===== config.mk =====
export PLATFORM = sky130hd
export DESIGN_NAME = handshake_serial_link
export DESIGN_NICKNAME = d
export VERILOG_FILES = /design/src/hsl_pkg.sv /design/src/hsl_fifo.sv /design/src/handshake_serial_link.sv
export SDC_FILE = /design/constraint.sdc
export NUM_CORES = 1
export LEC_CHECK = 0
export BUFFER_PORTS_ARGS = -buffer_cell sky130_fd_sc_hd__buf_2
export CORE_UTILIZATION = 67
export DETAILED_ROUTE_END_ITERATION = 10
export GPL_ROUTABILITY_DRIVEN = 0
export GPL_TIMING_DRIVEN = 1
export PLACE_DENSITY = 0.9
export RECOVER_POWER = 25
export SYNTH_ARGS = -nofsm -noshare
export SYNTH_HDL_FRONTEND = slang
export SYNTH_SLANG_ARGS = --single-unit

===== constraint.sdc =====
create_clock -name clock -period 5.6 [get_ports clock]
set_clock_uncertainty 0.2 [all_clocks]
set_input_delay 1.12 -clock clock [delete_from_list [all_inputs] [get_ports clock]]
set_output_delay 1.12 -clock clock [all_outputs]
set_load 0.01 [all_outputs]

===== src/hsl_pkg.sv =====
// Types and constants shared by the serial link modules.
`default_nettype none

package hsl_pkg;

   // Request kinds carried in req_tuser.
   typedef enum logic [1:0] {
      REQ_TICK  = 2'd0,
      REQ_WRITE = 2'd1,
      REQ_READ  = 2'd2,
      REQ_NONE  = 2'd3
   } req_kind_type;

   // Status codes returned with every result item.
   typedef enum logic [1:0] {
      ST_OK            = 2'd0,
      ST_SEND_FULL     = 2'd1,
      ST_RECV_EMPTY    = 2'd2,
      ST_RECV_OVERFLOW = 2'd3
   } status_type;

   // Bit-sequencer phases: idle, data bits, then stop (transmit) or push (receive).
   localparam int unsigned PHASE_W = 4;
   localparam logic [PHASE_W-1:0] PH_IDLE  = 4'd0;
   localparam logic [PHASE_W-1:0] PH_FIRST = 4'd1;
   localparam logic [PHASE_W-1:0] PH_LAST  = 4'd9;

   // Field widths.
   localparam int unsigned BYTE_W  = 8;
   localparam int unsigned LEVEL_W = 5;
   localparam int unsigned DATA_W  = 16;
   localparam int unsigned USER_W  = 2;

   // Configuration register indexes.
   localparam logic CSR_ALMOST_FULL  = 1'b0;
   localparam logic CSR_ALMOST_EMPTY = 1'b1;

   // Reset values of the configuration registers.
   localparam logic [LEVEL_W-1:0] ALMOST_FULL_RESET  = 5'd14;
   localparam logic [LEVEL_W-1:0] ALMOST_EMPTY_RESET = 5'd2;

   // Bit positions in the data words.
   localparam int unsigned POS_LINE    = 0;
   localparam int unsigned POS_READY   = 1;
   localparam int unsigned POS_SENDING = 2;
   localparam int unsigned POS_BYTE    = 3;
   localparam int unsigned POS_STATUS  = 11;

   // Operations requested of a byte FIFO in one cycle.
   typedef struct packed {
      logic push;
      logic pop;
   } fifo_ctl_type;

endpackage

`default_nettype wire


===== src/hsl_fifo.sv =====
// Byte FIFO: circular buffer in a synchronous memory with head pointer and fill count.
`default_nettype none

module hsl_fifo #(
   parameter int unsigned DEPTH = 16
) (
   input  wire logic                                clock,
   input  wire logic                                reset,
   input  wire hsl_pkg::fifo_ctl_type               ctl,
   input  wire logic [hsl_pkg::BYTE_W-1:0]          wr_data,
   output logic      [$clog2(DEPTH+1)-1:0]          count,
   output logic      [hsl_pkg::BYTE_W-1:0]          rd_data
);

   localparam int unsigned AW = (DEPTH > 1) ? $clog2(DEPTH) : 1;
   localparam int unsigned CW = $clog2(DEPTH+1);
   localparam int unsigned SW = CW + 1;

   logic [hsl_pkg::BYTE_W-1:0] mem_ff [DEPTH];
   logic [hsl_pkg::BYTE_W-1:0] rd_data_ff;
   logic [AW-1:0]              head_ff, head_in;
   logic [CW-1:0]              count_ff, count_in;
   logic [SW-1:0]              tail_sum;
   logic [AW-1:0]              tail;

   // The tail wraps at most once, so a single compare and subtract is enough.
   always_comb begin
      tail_sum = SW'(head_ff) + SW'(count_ff);
      if (tail_sum >= SW'(DEPTH)) begin
         tail = AW'(tail_sum - SW'(DEPTH));
      end else begin
         tail = AW'(tail_sum);
      end
   end

   // Pointer and fill count updates.
   always_comb begin
      head_in  = head_ff;
      count_in = count_ff;
      if (ctl.pop) begin
         if (head_ff == AW'(DEPTH - 1)) begin
            head_in = '0;
         end else begin
            head_in = head_ff + 1'b1;
         end
      end
      if (ctl.push && !ctl.pop) begin
         count_in = count_ff + 1'b1;
      end else if (ctl.pop && !ctl.push) begin
         count_in = count_ff - 1'b1;
      end
   end

   always_ff @(posedge clock) begin
      if (reset) begin
         head_ff  <= '0;
         count_ff <= '0;
      end else begin
         head_ff  <= head_in;
         count_ff <= count_in;
      end
   end

   // Storage: one write port, one registered read port.
   always_ff @(posedge clock) begin
      if (ctl.push) begin
         mem_ff[tail] <= wr_data;
      end
      if (ctl.pop) begin
         rd_data_ff <= mem_ff[head_ff];
      end
   end

   assign count   = count_ff;
   assign rd_data = rd_data_ff;

endmodule

`default_nettype wire


===== src/handshake_serial_link.sv =====
// Top level of the serial link: request decode, bit sequencers and result pipeline.
//
// The block moves bytes over a bit-serial line with ready and will-send flow control.
// Items arrive on the req_ channel: a bit tick (one transmit step, then one receive
// step), a host write that pushes a byte into the send FIFO, or a host read that pops
// a byte from the receive FIFO. Every item yields exactly one result on the rsp_
// channel carrying the line levels after the item, the popped byte and a status.
// Both FIFOs live in synchronous memories with a registered read port; the popped
// byte comes out of the memory read register on the cycle after acceptance.
// An accepted item passes the decode stage, then the output register, before it
// shows on rsp_tvalid. One item is accepted every cycle while rsp_tready stays high.
// When the receiver stalls, the output register and the decode stage each hold one
// item, so req_tready drops only once both are full.
// Reset (synchronous, active high) empties both FIFOs, idles the sequencers, drives
// the transmit and will-send lines low and the ready line high, and loads the
// almost-full and almost-empty levels with 14 and 2. FIFO memory is not cleared.
// The csr_ port writes a level register on any cycle with csr_we high; it is meant
// to be used only while the block is idle.
`default_nettype none

module handshake_serial_link #(
   parameter int unsigned FIFO_DEPTH = 16
) (
   input  wire logic                                clock,
   input  wire logic                                reset,
   // req_tdata: line_rx [0], partner_ready [1], partner_sending [2],
   // write_data [10:3], zero [15:11]
   input  wire logic                                req_tvalid,
   output logic                                     req_tready,
   input  wire logic [hsl_pkg::DATA_W-1:0]          req_tdata,
   // req_tuser: req_type [1:0]
   input  wire logic [hsl_pkg::USER_W-1:0]          req_tuser,
   // rsp_tdata: line_tx [0], ready_out [1], sending_out [2], read_data [10:3],
   // status [12:11], zero [15:13]
   output logic                                     rsp_tvalid,
   input  wire logic                                rsp_tready,
   output logic      [hsl_pkg::DATA_W-1:0]          rsp_tdata,
   input  wire logic                                csr_we,
   input  wire logic                                csr_index,
   input  wire logic [hsl_pkg::LEVEL_W-1:0]         csr_wdata
);

   localparam int unsigned CW    = $clog2(FIFO_DEPTH+1);
   localparam int unsigned CMP_W = ((CW > hsl_pkg::LEVEL_W) ? CW : hsl_pkg::LEVEL_W) + 1;

   // Request fields.
   logic                         accept;
   hsl_pkg::req_kind_type        req_kind;
   logic                         rx_bit;
   logic                         partner_ready;
   logic                         partner_sending;
   logic [hsl_pkg::BYTE_W-1:0]   write_data;

   // Configuration registers.
   logic [hsl_pkg::LEVEL_W-1:0]  almost_full_ff;
   logic [hsl_pkg::LEVEL_W-1:0]  almost_empty_ff;

   // Sequencer and line state.
   logic [hsl_pkg::PHASE_W-1:0]  tx_phase_ff, tx_phase_in;
   logic [hsl_pkg::PHASE_W-1:0]  rx_phase_ff, rx_phase_in;
   logic [hsl_pkg::BYTE_W-1:0]   tx_shift_ff, tx_shift_eff;
   logic                         tx_load_ff, tx_load_in;
   logic [hsl_pkg::BYTE_W-1:0]   rx_shift_ff, rx_shift_in;
   logic                         tx_level_ff, tx_level_in;
   logic                         ready_level_ff, ready_level_in;
   logic                         sending_level_ff, sending_level_in;
   logic [2:0]                   tx_bit_idx;
   logic [2:0]                   rx_bit_idx;

   // FIFO interfaces.
   hsl_pkg::fifo_ctl_type        send_ctl, recv_ctl;
   logic [CW-1:0]                send_count, recv_count;
   logic [hsl_pkg::BYTE_W-1:0]   send_rd_data, recv_rd_data;

   // Decode stage and output register.
   logic                         s1_valid_ff, s1_valid_in;
   logic                         s1_move;
   logic                         s1_line_ff, s1_ready_ff, s1_sending_ff, s1_rd_ff;
   hsl_pkg::status_type          s1_status_ff;
   hsl_pkg::status_type          status;
   logic                         rd_flag;
   logic                         rsp_valid_ff, rsp_valid_in;
   logic [hsl_pkg::DATA_W-1:0]   rsp_data_ff, rsp_data_in;
   logic [hsl_pkg::BYTE_W-1:0]   rsp_byte;

   // Unpack the request.
   assign req_kind        = hsl_pkg::req_kind_type'(req_tuser);
   assign rx_bit          = req_tdata[hsl_pkg::POS_LINE];
   assign partner_ready   = req_tdata[hsl_pkg::POS_READY];
   assign partner_sending = req_tdata[hsl_pkg::POS_SENDING];
   assign write_data      = req_tdata[hsl_pkg::POS_BYTE +: hsl_pkg::BYTE_W];

   // Handshake: the decode stage moves on whenever the output register is free.
   assign s1_move      = s1_valid_ff && (!rsp_valid_ff || rsp_tready);
   assign req_tready   = !s1_valid_ff || s1_move;
   assign accept       = req_tvalid && req_tready;
   assign s1_valid_in  = accept || (s1_valid_ff && !s1_move);
   assign rsp_valid_in = s1_move || (rsp_valid_ff && !rsp_tready);

   // A byte popped for transmission lands in the memory read register in the cycle
   // after the pop; while tx_load_ff is set the shift value is taken from there.
   assign tx_shift_eff = tx_load_ff ? send_rd_data : tx_shift_ff;
   assign tx_bit_idx   = 3'(tx_phase_ff - hsl_pkg::PH_FIRST);
   assign rx_bit_idx   = 3'(rx_phase_ff - hsl_pkg::PH_FIRST);

   // Item processing: FIFO control, sequencers and line levels.
   always_comb begin
      tx_phase_in      = tx_phase_ff;
      rx_phase_in      = rx_phase_ff;
      rx_shift_in      = rx_shift_ff;
      tx_level_in      = tx_level_ff;
      ready_level_in   = ready_level_ff;
      sending_level_in = sending_level_ff;
      tx_load_in       = 1'b0;
      send_ctl         = '0;
      recv_ctl         = '0;
      status           = hsl_pkg::ST_OK;
      rd_flag          = 1'b0;
      if (accept) begin
         case (req_kind)
            hsl_pkg::REQ_TICK: begin
               // Transmit step.
               if (!partner_ready) begin
                  tx_level_in = 1'b0;
               end else if (tx_phase_ff == hsl_pkg::PH_IDLE) begin
                  if (send_count == '0) begin
                     sending_level_in = 1'b0;
                     tx_level_in      = 1'b0;
                  end else begin
                     send_ctl.pop     = 1'b1;
                     tx_load_in       = 1'b1;
                     sending_level_in = 1'b1;
                     tx_level_in      = 1'b1;
                     tx_phase_in      = hsl_pkg::PH_FIRST;
                  end
               end else if (tx_phase_ff >= hsl_pkg::PH_LAST) begin
                  tx_level_in = 1'b1;
                  tx_phase_in = hsl_pkg::PH_IDLE;
               end else begin
                  tx_level_in = tx_shift_eff[tx_bit_idx];
                  tx_phase_in = tx_phase_ff + 1'b1;
               end
               // Receive step.
               if (partner_sending) begin
                  if (rx_phase_ff == hsl_pkg::PH_IDLE) begin
                     if (rx_bit) begin
                        rx_phase_in = hsl_pkg::PH_FIRST;
                     end
                  end else if (rx_phase_ff >= hsl_pkg::PH_LAST) begin
                     if (CMP_W'(recv_count) >= CMP_W'(FIFO_DEPTH)) begin
                        status = hsl_pkg::ST_RECV_OVERFLOW;
                        if (CMP_W'(recv_count) >= CMP_W'(almost_full_ff)) begin
                           ready_level_in = 1'b0;
                        end
                     end else begin
                        recv_ctl.push = 1'b1;
                        if (CMP_W'(recv_count) + 1'b1 >= CMP_W'(almost_full_ff)) begin
                           ready_level_in = 1'b0;
                        end
                     end
                     rx_phase_in = hsl_pkg::PH_IDLE;
                     rx_shift_in = '0;
                  end else begin
                     rx_shift_in = rx_shift_ff |
                                   (hsl_pkg::BYTE_W'(rx_bit) << rx_bit_idx);
                     rx_phase_in = rx_phase_ff + 1'b1;
                  end
               end
            end
            hsl_pkg::REQ_WRITE: begin
               if (CMP_W'(send_count) >= CMP_W'(FIFO_DEPTH)) begin
                  status = hsl_pkg::ST_SEND_FULL;
               end else begin
                  send_ctl.push = 1'b1;
               end
            end
            hsl_pkg::REQ_READ: begin
               if (recv_count == '0) begin
                  status = hsl_pkg::ST_RECV_EMPTY;
               end else begin
                  recv_ctl.pop = 1'b1;
                  rd_flag      = 1'b1;
                  if (CMP_W'(recv_count) - 1'b1 <= CMP_W'(almost_empty_ff)) begin
                     ready_level_in = 1'b1;
                  end
               end
            end
            default: begin
            end
         endcase
      end
   end

   // Send and receive FIFOs.
   hsl_fifo #(
      .DEPTH   (FIFO_DEPTH)
   ) u_send_fifo (
      .clock   (clock),
      .reset   (reset),
      .ctl     (send_ctl),
      .wr_data (write_data),
      .count   (send_count),
      .rd_data (send_rd_data)
   );

   hsl_fifo #(
      .DEPTH   (FIFO_DEPTH)
   ) u_recv_fifo (
      .clock   (clock),
      .reset   (reset),
      .ctl     (recv_ctl),
      .wr_data (rx_shift_ff),
      .count   (recv_count),
      .rd_data (recv_rd_data)
   );

   // Control state.
   always_ff @(posedge clock) begin
      if (reset) begin
         almost_full_ff   <= hsl_pkg::ALMOST_FULL_RESET;
         almost_empty_ff  <= hsl_pkg::ALMOST_EMPTY_RESET;
         tx_phase_ff      <= hsl_pkg::PH_IDLE;
         rx_phase_ff      <= hsl_pkg::PH_IDLE;
         rx_shift_ff      <= '0;
         tx_load_ff       <= 1'b0;
         tx_level_ff      <= 1'b0;
         ready_level_ff   <= 1'b1;
         sending_level_ff <= 1'b0;
         s1_valid_ff      <= 1'b0;
         rsp_valid_ff     <= 1'b0;
      end else begin
         if (csr_we && csr_index == hsl_pkg::CSR_ALMOST_FULL) begin
            almost_full_ff <= csr_wdata;
         end
         if (csr_we && csr_index == hsl_pkg::CSR_ALMOST_EMPTY) begin
            almost_empty_ff <= csr_wdata;
         end
         tx_phase_ff      <= tx_phase_in;
         rx_phase_ff      <= rx_phase_in;
         rx_shift_ff      <= rx_shift_in;
         tx_load_ff       <= tx_load_in;
         tx_level_ff      <= tx_level_in;
         ready_level_ff   <= ready_level_in;
         sending_level_ff <= sending_level_in;
         s1_valid_ff      <= s1_valid_in;
         rsp_valid_ff     <= rsp_valid_in;
      end
   end

   // Transmit shift register and decode stage payload.
   always_ff @(posedge clock) begin
      tx_shift_ff <= tx_shift_eff;
      if (accept) begin
         s1_line_ff    <= tx_level_in;
         s1_ready_ff   <= ready_level_in;
         s1_sending_ff <= sending_level_in;
         s1_rd_ff      <= rd_flag;
         s1_status_ff  <= status;
      end
   end

   // Result packing; the popped byte comes from the receive memory read register.
   always_comb begin
      rsp_byte    = s1_rd_ff ? recv_rd_data : '0;
      rsp_data_in = '0;
      rsp_data_in[hsl_pkg::POS_LINE]                     = s1_line_ff;
      rsp_data_in[hsl_pkg::POS_READY]                    = s1_ready_ff;
      rsp_data_in[hsl_pkg::POS_SENDING]                  = s1_sending_ff;
      rsp_data_in[hsl_pkg::POS_BYTE +: hsl_pkg::BYTE_W]  = rsp_byte;
      rsp_data_in[hsl_pkg::POS_STATUS +: 2]              = s1_status_ff;
   end

   always_ff @(posedge clock) begin
      if (s1_move) begin
         rsp_data_ff <= rsp_data_in;
      end
   end

   assign rsp_tvalid = rsp_valid_ff;
   assign rsp_tdata  = rsp_data_ff;

endmodule

`default_nettype wire


==> Implementation_results.wiki <==
{| class="wikitable"
! Metric !! Value
|-
| Post-DRT Antenna Nets || 0
|-
| Dpl cell area || 15,200 µm²
|-
| Total standard cell area after synthesis || between 10,000 and 15,000 µm²
|-
| Layout fillers || 1,185
|-
| Type of element capturing the critical path || flip-flop
|-
| Library cell occupying the most area in the post-synthesis netlist || sky130_fd_sc_hd__edfxtp_1
|-
| Clk Tree Root Cell || sky130_fd_sc_hd__clkbuf_16
|-
| Filler-free cell count of the finished design || 1,259
|-
| Number of hold violations in the final report || 0
|-
| Growth of design area from synthesis to finish || 9.03%
|-
| Count of maximum capacitance violations || 0
|-
| Nets || 1,027
|-
| I/O pins || 47
|-
| Inserted Diodes || 0
|-
| Warnings from Yosys || 0
|-
| Average vias per placed instance || between 6 and 7
|-
| Largest net degree at the start of global routing || 39
|-
| Die Height || 151 µm
|-
| Clock tree sinks || 349
|-
| Count leader, synth || sky130_fd_sc_hd__edfxtp_1
|-
| Fraction of power spent switching nets || 20.3%
|-
| Number of buffer cells added on primary ports || 38
|-
| Async set-reset flop share out of synthesis || 0%
|-
| Relative slew slack || between 20% and 30%
|-
| Sum Neg Setup Slack || 0 ps
|-
| Final Core Density || 74.7%
|-
| Actual transition at the worst max-transition pin || approximately 1100 ps
|-
| Required time worst endpoint || 5790 ps
|-
| Top flip-flop cell by instance count after synthesis || sky130_fd_sc_hd__edfxtp_1
|-
| Critical path peak fanout || 10
|-
| GRT Resource Usage Total || 27.0%
|-
| Detailed Route WL || 29,300 µm
|-
| Kind of path behind the tightest hold check || reg -> reg
|-
| Setup Buffers After CTS || 0
|-
| Vias || about 8,000
|-
| Clk pin slew, worst setup/hold paths || around 60 ps
|-
| Number of standard cells after synthesis || 914
|-
| Fraction of power consumed by combinational cells || 3.7%
|-
| Sum of net half-perimeters after detailed placement || 18,000 µm
|-
| Number of CTS-inserted buffers || 34
|-
| Worst vdd rail ir drop || 0.000270 V
|-
| Global-route wire length before repair || between 40,000 and 50,000 µm
|-
| H-Tree Level Count || 2
|-
| Origin of the critical flop-to-flop path || rx_phase_ff[0]
|-
| DIE AREA || about 23,000 µm²
|-
| Worst-case clock buffer depth || 3
|-
| Outcome || completed
|-
| Ratio of cells with drive above 1 in the final layout || 16.0%
|-
| Clk pwr share || 42.7%
|-
| Most used standard cells in the synthesized netlist || 291 x sky130_fd_sc_hd__edfxtp_1, 74 x sky130_fd_sc_hd__nor2_1, 58 x sky130_fd_sc_hd__dfxtp_1
|-
| WP data arrival || 3920 ps
|-
| Post-detailed-route DRC marker count || 0
|-
| Starting DRT DRC Count || 614
|-
| # resized after CTS || 0
|-
| Max Fclk || 268 MHz
|-
| Initial cell density of the core || around two thirds
|-
| Unique cell type count in the Yosys netlist || 69
|-
| # setup viols final || 0
|-
| Overall die width || 151 µm
|-
| Portion of the clock cycle consumed by the worst path in the final layout || roughly 67%
|-
| Hold buffer count at cts || 0
|-
| Share of the yosys chip area belonging to registers || 66.2%
|-
| Hold EP || rsp_tdata[2]
|-
| Routed len/inst || 23.2 µm
|-
| Min-Delay Path Depth || 0
|-
| Internal || 4.26 mW
|-
| Classification of the worst setup path || reg -> reg
|-
| Antenna violations before repair || 1
|-
| Number of global-route vias before repair || approximately 8,100
|-
| Clock tree from TritonCTS || yes
|-
| Number of max-slew violations in the final report || 0
|-
| Total gr overflow || 0
|-
| Mean area per synthesized cell || 16.4 µm²
|-
| Total power divided by cell area || 328 nW/µm²
|-
| Register bit count reported by yosys || between 300 and 400
|-
| Sequential group share of total power || about 54%
|-
| Net switching power figure || 1.08 mW
|-
| Setup repair after global routing missed its margin || false
|-
| Core region area || 21,800 µm²
|-
| Number of enable flip-flop cells after synthesis || 291
|-
| Share of the synthesized area in the top cell type || 58.5%
|-
| Hold Startpoint || s1_sending_ff
|-
| Total non-filler cell area in the finished layout || 16,300 µm²
|-
| Placed insts || around 1,200
|-
| Reg-to-Reg End || u_recv_fifo.count[4]
|-
| Clock latency on the worst-skew pair || 530 ps
|-
| Cell count of the worst reg-to-reg path || 13
|-
| Internal reg-to-reg setup slack || 1870 ps
|-
| Number of placement rows || 54
|-
| Leakage power summed over all cells || 5.54 nW
|-
| Post-route minimum period || 3730 ps
|-
| Kind of launch point of the worst setup path || flip-flop
|-
| Number of search-and-repair iterations in the first detailed-routing pass || 5
|-
| Top cells by area in the synthesized netlist || sky130_fd_sc_hd__edfxtp_1 58%, sky130_fd_sc_hd__dfxtp_1 7.8%, sky130_fd_sc_hd__mux4_2 6.3%
|}
power groups by stage:
stage	Clock, mW	Combinational (mW)	Sequential [mW]
finish	2.28	0.200	2.86
global route	2.39	0.220	2.86
CTS	2.31	0.202	2.86
detailed placement	0	0.197	2.91
global placement	0	0.188	2.91
floorplan	0	0.141	2.91
cells by family after synthesis:
| logic type | count (synthesis) | share of synthesized area (%) |
|---|---|---|
| flops | 349 | 66.2 |
| simple gates | 203 | 7.12 |
| compound gates | 116 | 4.88 |
| mux | 102 | 13.1 |
| buf+inv | 73 | 3.20 |
| fa+ha+maj | 44 | 3.88 |
| xor+xnor | 26 | 1.52 |
| other cells | 1 | 0.0251 |
state kept, by name (all words and copies together) (netlist names), 2 cells and up:
| register | flops |
|---|---|
| u_send_fifo.count | 5 |
| rx_shift_ff | 8 |
| rsp_tdata | 13 |
| s1_status_ff | 2 |
| u_recv_fifo.count | 5 |
| u_send_fifo.mem_ff | 128 |
| tx_phase_ff | 4 |
| almost_empty_ff | 5 |
| u_send_fifo.head_ff | 4 |
| u_recv_fifo.head_ff | 4 |
| u_recv_fifo.rd_data | 8 |
| u_recv_fifo.mem_ff | 128 |
| tx_shift_ff | 8 |
| u_send_fifo.rd_data | 8 |
| rx_phase_ff | 4 |
| almost_full_ff | 5 |
per-stage QoR:
stage                     hold WS (ps)  setup WS (ps)  power, mW
final                              220           1870       5.34
after global routing               242           1690       5.47
after CTS                          221           1890       5.37
after detailed placement           206           1430       3.11
after global placement             204           1440       3.10
after floorplan                    200           1850       3.05
cell type report:
cell class,count,area [µm²],area share (%)
clock buffers,48,955,5.86
clock inverters,13,163,0.998
inverters,30,113,0.691
multi-input cells,494,4580,28.1
flip-flops and latches,349,9900,60.8
well taps,280,350,2.15
repair buffers,45,238,1.46
per-layer routing:
| layer | up-vias | global-route usage, % | wire length (µm) |
|---|---|---|---|
| met5 | - | 0 | 0 |
| met4 | 0 | 9.15 | 782 |
| met3 | 60 | 4.61 | 1730 |
| met2 | 303 | 48.5 | 15300 |
| met1 | 4044 | 32.8 | 11400 |
| li1 | 3627 | - | - |
layout by cell type, fill, tap and decap left out, drive strengths merged, types with 4 or more instances in the layout:
master    n
mux2      9
edfxtp  291
nand2b    9
xor2     12
clkbuf   52
dfxtp    58
xnor2    14
nor3     11
fa        4
inv      30
buf      41
nor2     76
nand2    37
nor2b    12
a21oi    47
clkinv    8
and2     18
nand3b    5
mux2i    26
a21o      9
mux4     67
ha       40
a31oi     8
a211oi   21
nand3    15
o21ai    12
worst max path at each step:
stage                               startpoint                   end  slack (ps)
after global routing      u_recv_fifo.count[0]  u_recv_fifo.count[4]        1690
final                           rx_phase_ff[0]  u_recv_fifo.count[4]        1870
after floorplan                     rsp_tready  u_send_fifo.count[4]        1850
after detailed placement          req_tuser[1]  u_recv_fifo.count[4]        1430
after global placement            req_tuser[1]  u_send_fifo.count[4]        1440
after CTS                       rx_phase_ff[0]  u_recv_fifo.count[4]        1890
critical path, cell delays in order, from the launching register on:
cell,delay [ps]
sky130_fd_sc_hd__dfxtp_1,510
sky130_fd_sc_hd__inv_1,140
sky130_fd_sc_hd__ha_1,260
sky130_fd_sc_hd__nand2b_1,120
sky130_fd_sc_hd__o21ai_0,110
sky130_fd_sc_hd__nor3_1,400
sky130_fd_sc_hd__ha_1,300
sky130_fd_sc_hd__inv_1,100
sky130_fd_sc_hd__ha_1,310
sky130_fd_sc_hd__nor2b_1,160
sky130_fd_sc_hd__o21a_1,180
sky130_fd_sc_hd__or3_1,310
sky130_fd_sc_hd__a21oi_1,180
sky130_fd_sc_hd__mux2_2,350
(Power assumes the default switching activity.)
